$ cat src/hdl/generator_mains_transfer_sequencer_core_assert.svh
// ----------------------------------------------------------------------------
// Assertion macros for the transfer sequencer
// Shared forms of the concurrent checks used by the top level.
// ----------------------------------------------------------------------------
`ifndef GENERATOR_MAINS_TRANSFER_SEQUENCER_CORE_ASSERT_SVH
`define GENERATOR_MAINS_TRANSFER_SEQUENCER_CORE_ASSERT_SVH

// The consequent must hold in the same cycle as the antecedent.
`define GMTS_ASSERT_SAME(label, clk, rst, ante, cons, msg) \
   label: assert property (@(posedge clk) disable iff (rst) (ante) |-> (cons)) \
      else $error(msg);

// The consequent must hold in the cycle after the antecedent.
`define GMTS_ASSERT_NEXT(label, clk, rst, ante, cons, msg) \
   label: assert property (@(posedge clk) disable iff (rst) (ante) |=> (cons)) \
      else $error(msg);

`endif

$ cat src/hdl/gmts_pkg.sv
// ----------------------------------------------------------------------------
// Transfer sequencer package
// Types, codes, reset values and the phase transition function.
// ----------------------------------------------------------------------------
package gmts_pkg;

   typedef enum logic [2:0] {
      PH_IDLE      = 3'd0,
      PH_START_DLY = 3'd1,
      PH_CRANK     = 3'd2,
      PH_CONT_DLY  = 3'd3,
      PH_STOP_DLY  = 3'd4,
      PH_SOLENOID  = 3'd5,
      PH_FIXED     = 3'd6
   } phase_type;

   typedef enum logic [1:0] {
      SQ_POWERUP = 2'd0,
      SQ_START   = 2'd1,
      SQ_STOP    = 2'd2,
      SQ_EMERG   = 2'd3
   } seq_type;

   localparam logic [2:0] FUNC_TICK    = 3'd0;
   localparam logic [2:0] FUNC_POWERUP = 3'd1;
   localparam logic [2:0] FUNC_START   = 3'd2;
   localparam logic [2:0] FUNC_STOP    = 3'd3;
   localparam logic [2:0] FUNC_EMERG   = 3'd4;

   localparam logic [2:0] REG_START_DELAY     = 3'd0;
   localparam logic [2:0] REG_STOP_DELAY      = 3'd1;
   localparam logic [2:0] REG_CRANK_TIME      = 3'd2;
   localparam logic [2:0] REG_SOLENOID_TIME   = 3'd3;
   localparam logic [2:0] REG_CONTACTOR_DELAY = 3'd4;

   localparam logic [7:0] RST_START_DELAY     = 8'd10;
   localparam logic [7:0] RST_STOP_DELAY      = 8'd10;
   localparam logic [7:0] RST_CRANK_TIME      = 8'd3;
   localparam logic [7:0] RST_SOLENOID_TIME   = 8'd5;
   localparam logic [7:0] RST_CONTACTOR_DELAY = 8'd3;

   localparam int unsigned RL_START = 0;
   localparam int unsigned RL_STOP  = 1;
   localparam int unsigned RL_GEN   = 2;
   localparam int unsigned RL_MAINS = 3;

   // The longest chain of zero-length phases is three transitions.
   localparam int unsigned SETTLE_STEPS = 4;

   typedef struct packed {
      logic [7:0] start_delay;
      logic [7:0] stop_delay;
      logic [7:0] crank_time;
      logic [7:0] solenoid_time;
      logic [7:0] contactor_delay;
   } cfg_type;

   typedef struct packed {
      phase_type  phase;
      seq_type    seq;
      logic [7:0] count;
      logic [3:0] relays;
   } state_type;

   function automatic state_type settle_step(state_type st, cfg_type cfg, logic mon);
      state_type nx;
      nx = st;
      if (st.phase != PH_IDLE && st.count == 8'd0) begin
         nx.count = 8'd0;
         case (st.phase)
            PH_START_DLY: begin
               if (mon) begin
                  nx.relays[RL_START] = 1'b1;
                  nx.phase = PH_CRANK;
                  nx.count = cfg.crank_time;
               end else begin
                  nx.phase = PH_IDLE;
               end
            end
            PH_CRANK: begin
               nx.relays[RL_START] = 1'b0;
               nx.relays[RL_GEN] = 1'b0;
               nx.relays[RL_MAINS] = 1'b0;
               nx.phase = PH_CONT_DLY;
               nx.count = cfg.contactor_delay;
            end
            PH_CONT_DLY: begin
               if (st.seq == SQ_START) begin
                  nx.relays[RL_GEN] = 1'b1;
               end else begin
                  nx.relays[RL_MAINS] = 1'b1;
               end
               nx.phase = PH_IDLE;
            end
            PH_STOP_DLY: begin
               if (!mon) begin
                  nx.relays[RL_GEN] = 1'b0;
                  nx.relays[RL_MAINS] = 1'b0;
                  nx.relays[RL_STOP] = 1'b1;
                  nx.phase = PH_SOLENOID;
                  nx.count = cfg.solenoid_time;
               end else begin
                  nx.phase = PH_IDLE;
               end
            end
            PH_SOLENOID: begin
               nx.relays[RL_STOP] = 1'b0;
               if (st.seq == SQ_STOP) begin
                  nx.phase = PH_CONT_DLY;
                  nx.count = cfg.contactor_delay;
               end else begin
                  nx.phase = PH_IDLE;
               end
            end
            PH_FIXED: begin
               if (st.seq == SQ_POWERUP) begin
                  nx.relays[RL_MAINS] = 1'b1;
                  nx.phase = PH_IDLE;
               end else begin
                  nx.relays[RL_GEN] = 1'b0;
                  nx.relays[RL_MAINS] = 1'b0;
                  nx.relays[RL_STOP] = 1'b1;
                  nx.phase = PH_SOLENOID;
                  nx.count = cfg.solenoid_time;
               end
            end
            default: begin
               nx.phase = PH_IDLE;
            end
         endcase
      end
      return nx;
   endfunction

endpackage

$ cat src/hdl/gmts_csr.sv
// ----------------------------------------------------------------------------
// Transfer sequencer timing registers
// Holds the five delay settings written through the configuration port.
// ----------------------------------------------------------------------------
module gmts_csr (
   input  logic             clock,
   input  logic             reset,
   input  logic             wr_en,
   input  logic [2:0]       wr_index,
   input  logic [7:0]       wr_data,
   output gmts_pkg::cfg_type cfg
);

   gmts_pkg::cfg_type cfg_ff;
   gmts_pkg::cfg_type cfg_in;

   always_comb begin
      cfg_in = cfg_ff;
      if (wr_en) begin
         case (wr_index)
            gmts_pkg::REG_START_DELAY:     cfg_in.start_delay = wr_data;
            gmts_pkg::REG_STOP_DELAY:      cfg_in.stop_delay = wr_data;
            gmts_pkg::REG_CRANK_TIME:      cfg_in.crank_time = wr_data;
            gmts_pkg::REG_SOLENOID_TIME:   cfg_in.solenoid_time = wr_data;
            gmts_pkg::REG_CONTACTOR_DELAY: cfg_in.contactor_delay = wr_data;
            default: ;
         endcase
      end
   end

   always_ff @(posedge clock) begin
      if (reset) begin
         cfg_ff.start_delay <= gmts_pkg::RST_START_DELAY;
         cfg_ff.stop_delay <= gmts_pkg::RST_STOP_DELAY;
         cfg_ff.crank_time <= gmts_pkg::RST_CRANK_TIME;
         cfg_ff.solenoid_time <= gmts_pkg::RST_SOLENOID_TIME;
         cfg_ff.contactor_delay <= gmts_pkg::RST_CONTACTOR_DELAY;
      end else begin
         cfg_ff <= cfg_in;
      end
   end

   assign cfg = cfg_ff;

endmodule

$ cat src/hdl/gmts_seq.sv
// ----------------------------------------------------------------------------
// Transfer sequencer state machine
// Applies one item to the sequencer state and settles zero-length phases.
// ----------------------------------------------------------------------------
module gmts_seq #(
   parameter logic [7:0] EMERGENCY_TICKS = 8'd5,
   parameter logic [7:0] POWERUP_TICKS   = 8'd1
) (
   input  logic                clock,
   input  logic                reset,
   input  logic                step_en,
   input  logic [2:0]          func,
   input  logic                mon,
   input  gmts_pkg::cfg_type   cfg,
   output gmts_pkg::state_type state
);

   gmts_pkg::state_type state_ff;
   gmts_pkg::state_type state_in;

   always_comb begin
      gmts_pkg::state_type st;
      logic busy;
      busy = (state_ff.phase != gmts_pkg::PH_IDLE);
      st = state_ff;
      case (func)
         gmts_pkg::FUNC_TICK: begin
            if (busy) begin
               st.count = 8'(state_ff.count - 8'd1);
            end
         end
         gmts_pkg::FUNC_POWERUP: begin
            if (!busy) begin
               st.relays = 4'd0;
               st.seq = gmts_pkg::SQ_POWERUP;
               st.phase = gmts_pkg::PH_FIXED;
               st.count = POWERUP_TICKS;
            end
         end
         gmts_pkg::FUNC_START: begin
            if (!busy) begin
               st.seq = gmts_pkg::SQ_START;
               st.phase = gmts_pkg::PH_START_DLY;
               st.count = cfg.start_delay;
            end
         end
         gmts_pkg::FUNC_STOP: begin
            if (!busy) begin
               st.seq = gmts_pkg::SQ_STOP;
               st.phase = gmts_pkg::PH_STOP_DLY;
               st.count = cfg.stop_delay;
            end
         end
         gmts_pkg::FUNC_EMERG: begin
            st.seq = gmts_pkg::SQ_EMERG;
            st.phase = gmts_pkg::PH_FIXED;
            st.count = EMERGENCY_TICKS;
         end
         default: ;
      endcase
      for (int i = 0; i < gmts_pkg::SETTLE_STEPS; i++) begin
         st = gmts_pkg::settle_step(st, cfg, mon);
      end
      state_in = step_en ? st : state_ff;
   end

   always_ff @(posedge clock) begin
      if (reset) begin
         state_ff.phase <= gmts_pkg::PH_IDLE;
         state_ff.seq <= gmts_pkg::SQ_POWERUP;
         state_ff.count <= 8'd0;
         state_ff.relays <= 4'd0;
      end else begin
         state_ff <= state_in;
      end
   end

   assign state = state_ff;

endmodule

$ cat src/hdl/generator_mains_transfer_sequencer_core.sv
// ----------------------------------------------------------------------------
// Generator and mains transfer sequencer
// Drives the transfer panel relays from one-second ticks and commands.
//
//   channel   direction  handshake              payload
//   req_      in         req_valid / req_ready  func, monitor_level
//   rsp_      out        rsp_valid / rsp_ready  relay drives, busy, phase
//   csr_      in         csr_valid / csr_ready  index, data
//
// An accepted item sits in the input register while the sequencer update
// runs, and its result is valid once the edge that fires it loads the state
// register, which also serves as the result register. A new item
// is taken every cycle while results are drained. A stalled result holds the
// input stage, and the input stage holds req_ready low once full. Reset is
// synchronous, clears the valid flags and sequencer state and restores the
// delay settings; no clearing pass is needed.
// ----------------------------------------------------------------------------
`include "generator_mains_transfer_sequencer_core_assert.svh"

module generator_mains_transfer_sequencer_core #(
   parameter int unsigned EMERGENCY_WAIT = 5,
   parameter int unsigned POWERUP_WAIT   = 1
) (
   input  logic       clock,
   input  logic       reset,
   input  logic       req_valid,
   output logic       req_ready,
   input  logic [2:0] req_func,
   input  logic       req_monitor_level,
   output logic       rsp_valid,
   input  logic       rsp_ready,
   output logic       rsp_crank_relay,
   output logic       rsp_solenoid_relay,
   output logic       rsp_gen_contactor,
   output logic       rsp_mains_contactor,
   output logic       rsp_busy_res,
   output logic [2:0] rsp_phase,
   input  logic       csr_valid,
   output logic       csr_ready,
   input  logic [2:0] csr_index,
   input  logic [7:0] csr_data
);

   logic                s1_valid_ff;
   logic                s1_valid_in;
   logic [2:0]          s1_func_ff;
   logic                s1_mon_ff;
   logic                rsp_valid_ff;
   logic                rsp_valid_in;
   logic                rsp_free;
   logic                s1_fire;
   logic                count_live;
   logic                sol_ok;
   gmts_pkg::cfg_type   cfg;
   gmts_pkg::state_type state;

   assign csr_ready = 1'b1;

   gmts_csr u_csr (
      .clock    (clock),
      .reset    (reset),
      .wr_en    (csr_valid & csr_ready),
      .wr_index (csr_index),
      .wr_data  (csr_data),
      .cfg      (cfg)
   );

   assign rsp_free = !rsp_valid_ff || rsp_ready;
   assign s1_fire = s1_valid_ff && rsp_free;
   assign req_ready = !s1_valid_ff || rsp_free;

   assign s1_valid_in = (req_valid && req_ready) || (s1_valid_ff && !rsp_free);
   assign rsp_valid_in = s1_fire || (rsp_valid_ff && !rsp_ready);

   always_ff @(posedge clock) begin
      if (reset) begin
         s1_valid_ff <= 1'b0;
         rsp_valid_ff <= 1'b0;
      end else begin
         s1_valid_ff <= s1_valid_in;
         rsp_valid_ff <= rsp_valid_in;
      end
   end

   always_ff @(posedge clock) begin
      if (req_valid && req_ready) begin
         s1_func_ff <= req_func;
         s1_mon_ff <= req_monitor_level;
      end
   end

   gmts_seq #(
      .EMERGENCY_TICKS (8'(EMERGENCY_WAIT)),
      .POWERUP_TICKS   (8'(POWERUP_WAIT))
   ) u_seq (
      .clock   (clock),
      .reset   (reset),
      .step_en (s1_fire),
      .func    (s1_func_ff),
      .mon     (s1_mon_ff),
      .cfg     (cfg),
      .state   (state)
   );

   assign rsp_valid = rsp_valid_ff;
   assign rsp_crank_relay = state.relays[gmts_pkg::RL_START];
   assign rsp_solenoid_relay = state.relays[gmts_pkg::RL_STOP];
   assign rsp_gen_contactor = state.relays[gmts_pkg::RL_GEN];
   assign rsp_mains_contactor = state.relays[gmts_pkg::RL_MAINS];
   assign rsp_busy_res = (state.phase != gmts_pkg::PH_IDLE);
   assign rsp_phase = state.phase;

   assign count_live = (state.phase == gmts_pkg::PH_IDLE) || (state.count != 8'd0);
   assign sol_ok = !state.relays[gmts_pkg::RL_STOP] ||
                   (state.phase == gmts_pkg::PH_SOLENOID) ||
                   (state.phase == gmts_pkg::PH_FIXED);

   `GMTS_ASSERT_SAME(a_count_live, clock, reset, 1'b1, count_live, "Empty countdown.")
   `GMTS_ASSERT_SAME(a_sol_phase, clock, reset, 1'b1, sol_ok, "Solenoid out of phase.")
   `GMTS_ASSERT_NEXT(a_item_to_result, clock, reset, s1_fire, rsp_valid_ff, "Lost result.")

endmodule
$ cat config.mk
export PLATFORM = sky130hd
export DESIGN_NAME = generator_mains_transfer_sequencer_core
export DESIGN_NICKNAME = d
export VERILOG_FILES = /design/src/hdl/gmts_pkg.sv /design/src/hdl/gmts_csr.sv /design/src/hdl/gmts_seq.sv /design/src/hdl/generator_mains_transfer_sequencer_core.sv
export VERILOG_INCLUDE_DIRS = /design/src /design/src/hdl
export SDC_FILE = /design/constraint.sdc
export NUM_CORES = 1
export LEC_CHECK = 0
export BUFFER_PORTS_ARGS = -buffer_cell sky130_fd_sc_hd__buf_2
export CAP_MARGIN = 40
export CORE_MARGIN = 2
export CORE_UTILIZATION = 61
export DETAILED_ROUTE_END_ITERATION = 10
export PLACE_DENSITY = 0.89
export SLEW_MARGIN = 20
export SYNTH_ARGS = -nofsm -noshare
export SYNTH_HDL_FRONTEND = slang
export SYNTH_SLANG_ARGS = --single-unit
$ cat constraint.sdc
create_clock -name clock -period 8.9 [get_ports clock]
set_input_delay 1.78 -clock clock [delete_from_list [all_inputs] [get_ports clock]]
set_output_delay 1.78 -clock clock [all_outputs]
set_load 0.01 [all_outputs]
Yosys cells after proc, flatten, opt, wreduce, memory -nomap -nowiden
Index checks and enable logic that the tools add are counted.

Bits in registers: 63. Bits of input ports: 20. Output and inout port bits: 11. Logic and storage cells: 144.

$add $sub $neg: 1. Eq/ne operators: 34. Multiplexer cells: 63. Reduce and logical (&&, ||, !) cells: 33.

Operator list (count): $pmux 8 s5 (5); $pmux 3 s5 (4); $mux 12 (4); $mux 11 (4); $eq 3x3->1 const B (14); $eq 3x2->1 const B (12); $logic_not 8->1 (4); $mux 8 (4); $pmux 2 s4 (4); $mux 13 (2); $pmux 5 s4 (1); $eq 3x1->1 const B (6); $mux 3 (6); $mux 17 (1); $reduce_bool 3->1 (5); $mux 1 (13); $mux 2 (6); $pmux 1 s3 (4); $reduce_and 2->1 (5); $logic_and 1x1->1 (8); $pmux 1 s2 (4); $sub 8x1->8 const B (1); $logic_not 3->1 (2); $logic_not 1->1 (4); other kinds (5) (8).

Longest topological paths before layout
Gate-level depths: netlist of the first run.

Depth in word-level cells: 16. Gate-level depth with buffers: 15. Gate-level depth less buffers: 12.

Hierarchy
Synthesis of the first run repeated with hierarchy kept, for this count alone.

Cells, all modules: 560. Area total of the unflattened synthesis: 4593.2 µm².

By module, submodules not included: gmts_seq (times used 1, cells each 393, area each 2730.1 µm², seq. area each 340.3 µm²); gmts_csr (times used 1, cells each 150, area each 1621.6 µm², seq. area each 800.8 µm²); generator_mains_transfer_sequencer_core (times used 1, cells each 17, area each 241.5 µm², seq. area each 160.2 µm²).

Worst setup path before layout of the first run
No wires, ideal clock.

Path kind: input -> output. From: input port rsp_ready. To: output port req_ready. Arrival: 2119 ps. Data required time: 7120 ps. Setup slack: 5001 ps. Stages: 2. Path buffers: 0. Path through: nor2b_1 -> nand2_1.

Cells in the longest elaborated chain, start to end: 2.

Ends and longest elaborated chain: start: declaration (RTL line generator_mains_transfer_sequencer_core.sv:31) `input logic rsp_ready,`; $logic_or 1x1->1 (RTL line generator_mains_transfer_sequencer_core.sv:68) `assign rsp_free = !rsp_valid_ff || rsp_ready;`; $logic_or 1x1->1 (RTL line generator_mains_transfer_sequencer_core.sv:70) `assign req_ready = !s1_valid_ff || rsp_free;`; end: declaration (RTL line generator_mains_transfer_sequencer_core.sv:27) `output logic req_ready,`.

Every way passes these cells.

Worst setup path after layout of the first run
Same ends and word-level chain as after synthesis.

==> flow_metrics.py, run 1 <==
metrics = {
    "status": {
        "status": "finished, final reports clean",
    },
    "worst_setup_path": {
        "ff2ff_setup_slack_ns": 4.72,
        "worstReg2RegEnd": "u_seq.state[2]",
        "reg2reg_depth": 12,
        "start_kind": "primary input",
        "crit_arrival_ns": 2.44,
        "endpoint": "req_ready",
        "path_class": "in -> out",
        "critPathLaunch": "rsp_ready",
        "r2r-start": "u_seq.state[14]",
        "cp-end-kind": "output pin",
        "cp_data_required_time_ns": 7.12,
        "critPathMaxFanout": 5,
    },
    "sta": {
        "fin_skew_ns": 0.01133,
        "setup_viol": 0,
        "min_period_ns": 4.216,
        "finalWorstSetupSlack_ns": 4.684,
        "rsz0062_at_grt": "no",
        "fin_crit_sh": 0.4737,
        "tightestPinTransition_ns": 0.7432,
        "fmax_ghz": 0.2372,
        "final_max_slew_viol_count": 0,
        "fin_tns_setup_ns": 0,
        "hold_viol": 0,
        "max_slew_margin": 0.5015,
    },
    "placement": {
        "place.gp.congestion": 0.9456,
        "place_ws_ns": 4.743,
        "hpwl_um": 7597,
        "port_buffers": 29,
    },
    "power_and_ir_drop": {
        "p_leak_nw": 1.545,
        "swShare": 0.3209,
        "power_frac_clock": 0.351,
        "p_comb_frac": 0.227,
        "power_density_nw_per_um2": 172.9,
        "power_w": 0.0007424,
        "netSwitchingPower_w": 0.0002382,
        "intPower_w": 0.0005042,
        "pwr-share-seq": 0.422,
        "ir_drop_v": 0.0001238,
    },
    "synthesis": {
        "synth_top_family_by_area": "simple AND/OR/NAND/NOR gates",
        "synth.avg_cell_area_um2": 7.948,
        "yosysWarnings": 0,
        "synth-compound-area-share": 0.2712,
        "synth_fa_ha_area_frac": 0.006373,
        "synth-xor-area-share": 0.006692,
        "yosys_most_used_dff": "dfxtp_1",
        "synth_simple_gate_area_frac": 0.2820,
        "synthMuxAreaShare": 0.05163,
        "synth_top_area_share": 0.3008,
        "synth_cell_types": 79,
        "synth_top_area_cell": "dfxtp_1",
        "syn_nets": 516,
        "synth-async-reset-ratio": 0,
        "ys_seq_elements": 63,
        "synth_area_um2": 3926,
        "synth_edf_count": 4,
        "synth_cells": 494,
        "synth_area_leaders": "dfxtp_1, nand2_1, a21oi_1, mux2i_1, nor2_1",
        "seq_area_frac_synth": 0.3314,
    },
    "finish": {
        "areaGrowthSynthToFinish_pct": 9.337,
        "final_net_count": 530,
        "drive_gt1_frac": 0.1540,
        "antennaDiodeCount": 0,
    },
    "global_route": {
        "grt_pass1_vias": 3501,
        "overflow": 0,
        "grt_pass1_wl_um": 17060,
        "grt_usage": 0.2989,
        "grt_max_degree": 37,
        "antenna_found_initial": 0,
    },
    "drt": {
        "post_drt_wl_per_cell_um": 17.98,
        "drcViolationCount": 0,
        "firstDrtPassIters": 5,
        "wirelength_um": 10610,
        "antenna_left": 0,
        "post_drt_via_cell_ratio": 6.727,
        "drtIter0Drc": 431,
        "vias": 3969,
    },
    "clock_network": {
        "cts_tree": "done",
        "htree_levels": 3,
        "clock_latency_ns": 0.35,
        "cts_root_buffer": "clkbuf_8",
        "cts-buffers-inserted": 9,
        "cts_resized": 0,
        "cts_hold_buf": 0,
        "path_clk_slew_ns": 0.07,
        "post-cts-setup-buffer-count": 0,
        "clock-sinks": 63,
        "clock_path_buffers": 2,
    },
    "floorplan": {
        "die_w_um": 84.23,
        "core_um2": 6277,
        "start_util": 0.6255,
        "die_h_um": 84.23,
        "dieArea_um2": 7094,
        "row_count": 29,
        "io_pins": 31,
    },
    "worst_hold_path": {
        "worstHoldPathType": "reg -> reg",
    },
    "job": {
        "drv_cap": 0,
    },
}
[worst min path at each step]
stage / cells past startpoint / endpoint / startpoint
4_1_cts: 2 / u_csr.cfg[37] / u_csr.cfg[37]
3_5_place_dp: 2 / u_csr.cfg[37] / u_csr.cfg[37]
2_1_floorplan: 2 / u_csr.cfg[32] / u_csr.cfg[32]
5_1_grt: 2 / u_csr.cfg[39] / u_csr.cfg[39]
3_3_place_gp: 2 / u_csr.cfg[37] / u_csr.cfg[37]
6_report: 2 / u_csr.cfg[39] / u_csr.cfg[39]
[flip-flops by register name, summed over array words and instances (netlist names)]
register	cells
u_csr.cfg	40
s1_func_ff	3
u_seq.state	17
s1_mon_ff	1
rsp_valid	1
s1_valid_ff	1
[metal layers]
| metal | vias up | global-route usage | routed length [um] |
|---|---|---|---|
| met1 | 1830 | 0.3841 | 4284 |
| li1 | 1857 | - | - |
| met2 | 232 | 0.4755 | 4901 |
| met5 | - | 0 | 0 |
| met3 | 50 | 0.06981 | 973 |
| met4 | 0 | 0.1408 | 447 |
[cells in the final DEF, fill, tap and decap left out, types with 4 or more instances in the layout]
cell type / Yosys / routed
or3_1: 4 / 4
nor3_1: 12 / 12
o21bai_1: 4 / 4
nor2b_1: 10 / 10
nand2_1: 75 / 75
nand3_1: 11 / 11
o211ai_1: 4 / 4
and2_1: 6 / 6
buf_4: 6 / 4
inv_1: 10 / 10
a21oi_1: 45 / 45
and3_1: 4 / 4
a22oi_1: 4 / 4
a222oi_1: 4 / 4
o21ai_0: 22 / 22
a31oi_1: 5 / 5
nand3b_1: 7 / 7
a211oi_1: 10 / 10
mux2i_1: 18 / 18
a211o_1: 6 / 6
buf_2: 9 / 29
nand2b_1: 4 / 4
clkbuf_8: 0 / 9
dfxtp_1: 59 / 59
or4_1: 7 / 7
edfxtp_1: 4 / 4
nor2_1: 47 / 47
[area by class of cell]
cell class,instances,area (um2)
Fill cell,523,1984
Inverter,11,41.29
Clock inverter,5,53.80
Multi-Input combinational cell,388,2430
Timing Repair Buffer,35,217.7
Sequential cell,63,1301
Tap cell,77,96.34
Clock buffer,11,152.6
[cells in the mapped netlist (all sizes together), types with 5 or more instances]
library cell	count
a2111oi	5
a211o	6
a211oi	10
a21oi	45
a31oi	6
and2	6
buf	17
clkbuf	15
dfxtp	59
inv	11
mux2i	18
nand2	77
nand3	11
nand3b	7
nand4	5
nor2	49
nor2b	10
nor3	14
o21ai	24
o21bai	6
or4	8
[power groups by stage]
| stage | clock network, W | logic, W | registers (W) |
|---|---|---|---|
| global placement | 0 | 0.000156 | 0.000319 |
| floorplan | 0 | 0.000133 | 0.000310 |
| detailed placement | 0 | 0.000163 | 0.000319 |
| finish | 0.000261 | 0.000168 | 0.000313 |
| global route | 0.000276 | 0.000182 | 0.000315 |
| CTS | 0.000262 | 0.000164 | 0.000312 |
[critical path, cell delays in order]
cell and delay (ns):
buf_2 0.10, nor2b_1 0.23, nand2_1 0.15, buf_2 0.18
[through the flow]
stage                     hold slack (ns)    util  area, um2  instances
final                              0.4547  0.6839       4293        590
after global routing               0.4808  0.6839       4293        590
after CTS                          0.4555  0.6827       4285        589
after detailed placement           0.4458  0.6498       4079        573
after global placement             0.4420  0.6418       4029        570
after floorplan                    0.4357       -       3926        494
[logic make-up after synthesis]
| family | after synthesis |
|---|---|
| other | 1 |
| AOI/OAI and AO/OA | 148 |
| xor gates and xnor gates | 3 |
| adders and majority gates | 2 |
| muxes | 20 |
| DFF | 63 |
| and+or+nand+nor | 214 |
| buffers and inverters | 43 |
(Power assumes the default switching activity.)
==> inputs of run 2 (changes only) <==
Settings changed: CORE_UTILIZATION 61 to 55, PLACE_DENSITY 0.89 to 0.85.
Clock period 8.9 ns to 3.45 ns, I/O delays scaled along.
==> run 2 against run 1 <==
Sequential share of layout area fell by 1.6 points; clock power rose to 2.9 times the previous value; wire length rose by 8.2%; cell count rose by 7.5%; combinational power rose to 3.0 times the previous value; final area rose by 5.4%; power rose to 2.8 times the previous value; die area rose by 10%; global-route usage rose by 0.10 points; flip-flop and latch count did not move; register-to-register slack got worse by 4.6 ns; critical path type is now reg -> reg.
==> flow_metrics.py, run 2 (synthesized netlist as in run 1, its figures left out) <==
metrics = {
    "status": {
        "status": "finished, final reports clean",
    },
    "power_and_ir_drop": {
        "ir_drop_v": 0.0002571,
        "power_w": 0.002051,
        "intPower_w": 0.001394,
        "p_leak_nw": 1.679,
        "swShare": 0.3203,
        "netSwitchingPower_w": 0.0006569,
        "power_frac_clock": 0.366,
        "p_comb_frac": 0.246,
        "power_density_nw_per_um2": 453.4,
        "pwr-share-seq": 0.388,
    },
    "drt": {
        "drtIter0Drc": 411,
        "wirelength_um": 11480,
        "drcViolationCount": 0,
        "post_drt_wl_per_cell_um": 18.10,
        "post_drt_via_cell_ratio": 6.386,
        "vias": 4049,
        "firstDrtPassIters": 6,
        "antenna_left": 0,
    },
    "job": {
        "drv_cap": 0,
    },
    "clock_network": {
        "clock_latency_ns": 0.35,
        "cts_tree": "done",
        "cts-buffers-inserted": 9,
        "clock-sinks": 63,
        "path_clk_slew_ns": 0.07,
        "htree_levels": 3,
        "cts_root_buffer": "clkbuf_8",
        "clock_path_buffers": 2,
    },
    "global_route": {
        "grt_max_degree": 47,
        "antenna_found_initial": 0,
        "grt_pass1_wl_um": 18040,
        "grt_pass1_vias": 3657,
        "overflow": 0,
        "grt_usage": 0.2999,
    },
    "sta": {
        "setup_viol": 0,
        "fin_crit_sh": 0.9554,
        "fin_skew_ns": 0.009356,
        "fmax_ghz": 0.3034,
        "fin_hold_ws_ns": 0.4620,
        "final_max_slew_viol_count": 0,
        "min_period_ns": 3.296,
        "hold_viol": 0,
        "max_slew_margin": 0.4647,
        "finalWorstSetupSlack_ns": 0.1539,
        "tightestPinTransition_ns": 0.7981,
    },
    "finish": {
        "drive_gt1_frac": 0.2007,
        "areaGrowthSynthToFinish_pct": 15.23,
        "antennaDiodeCount": 0,
        "final_cell_area_um2": 4524,
        "post-route-util": 0.6587,
        "fillers": 581,
        "layout_commonest_cell": "nand2_1",
        "largest_reg_flops": 40,
        "final_net_count": 555,
        "layout_common_cells": "nand2_1, dfxtp_1, nor2_1, a21oi_1, buf_4",
    },
    "worst_hold_path": {
        "hold_end": "u_csr.cfg[38]",
        "holdPathStages": 2,
        "worstHoldPathType": "reg -> reg",
        "worstHoldStart": "u_csr.cfg[38]",
    },
    "worst_setup_path": {
        "cp_data_required_time_ns": 3.67,
        "ff2ff_setup_slack_ns": 0.15,
        "r2r-start": "u_seq.state[15]",
        "cp-end-kind": "register",
        "start_kind": "register",
        "reg2reg_depth": 12,
        "crit_arrival_ns": 3.51,
        "worstReg2RegEnd": "u_seq.state[14]",
        "path_class": "reg -> reg",
        "critPathMaxFanout": 14,
    },
    "floorplan": {
        "die_h_um": 88.49,
        "dieArea_um2": 7830,
        "start_util": 0.5716,
        "die_w_um": 88.49,
        "row_count": 30,
        "io_pins": 31,
        "core_um2": 6869,
    },
    "placement": {
        "placed_cell_area_um2": 4218,
        "hpwl_um": 8344,
        "place.gp.congestion": 1.001,
        "place_ws_ns": 0.07937,
        "port_buffers": 29,
    },
}
run 2: worst max-delay path, cell delays in order (launching register included):
cell	delay [ns]
dfxtp_1	0.35
buf_4	0.22
nor4_4	0.07
buf_4	0.16
and2_1	0.20
o32ai_2	0.46
and2_1	0.26
o21bai_1	0.20
and4_4	0.28
o21bai_4	0.20
a2111oi_2	0.36
and4_4	0.31
o32ai_1	0.10
run 2: timing repair:
item | CTS | global route
endpoints found under the hold margin | 0 | 0
setup endpoints to repair | 0 | 8
hold buffers | 0 | 0
gates resized for setup | 0 | 3
buffers inserted | 0 | 5
run 2: worst max-delay path by stage:
stage / startpoint / to / slack [ns] / depth (start not counted)
finish: u_seq.state[15] / u_seq.state[14] / 0.15 / 12
global route: s1_func_ff[0] / u_seq.state[2] / -0.004 / 11
CTS: s1_func_ff[1] / u_seq.state[14] / 0.04 / 10
detailed placement: s1_func_ff[1] / u_seq.state[14] / 0.08 / 10
global placement: s1_func_ff[1] / u_seq.state[15] / 0.07 / 10
floorplan: u_seq.state[16] / u_seq.state[2] / 0.39 / 14
run 2: area by class of cell:
| cell class | count | area, um2 | area share |
|---|---|---|---|
| Clock buffer | 10 | 137.6 | 0.03042 |
| Clock inverter | 6 | 90.09 | 0.01991 |
| Inverter | 11 | 41.29 | 0.009126 |
| Multi-Input combinational cell | 388 | 2444 | 0.5401 |
| Sequential cell | 63 | 1301 | 0.2876 |
| Tap cell | 96 | 120.1 | 0.02655 |
| Timing Repair Buffer | 60 | 390.4 | 0.08628 |
run 2: metrics by stage:
step | std cells | setup TNS, ns
4_1_cts | 627 | 0
3_3_place_gp | 611 | 0
2_1_floorplan | 494 | 0
5_1_grt | 634 | -0.004388
6_report | 634 | 0
3_5_place_dp | 611 | 0
run 2: per-layer routing:
| metal | share of wire | global-route usage | routed length (um) | up-vias |
|---|---|---|---|---|
| met5 | 0 | 0 | 0 | - |
| met4 | 0.037 | 0.1350 | 427 | 0 |
| met3 | 0.080 | 0.08022 | 914 | 38 |
| met2 | 0.47 | 0.4901 | 5380 | 212 |
| met1 | 0.41 | 0.3707 | 4752 | 1899 |
| li1 | - | - | - | 1900 |
run 2: power groups by stage:
stage | Sequential (W) | Clock (W) | Combinational (W)
2_1_floorplan | 0.000799 | 0 | 0.000342
3_3_place_gp | 0.000811 | 0 | 0.000470
3_5_place_dp | 0.000812 | 0 | 0.000476
4_1_cts | 0.000795 | 0.000756 | 0.000480
5_1_grt | 0.000799 | 0.000791 | 0.000543
6_report | 0.000796 | 0.000751 | 0.000505
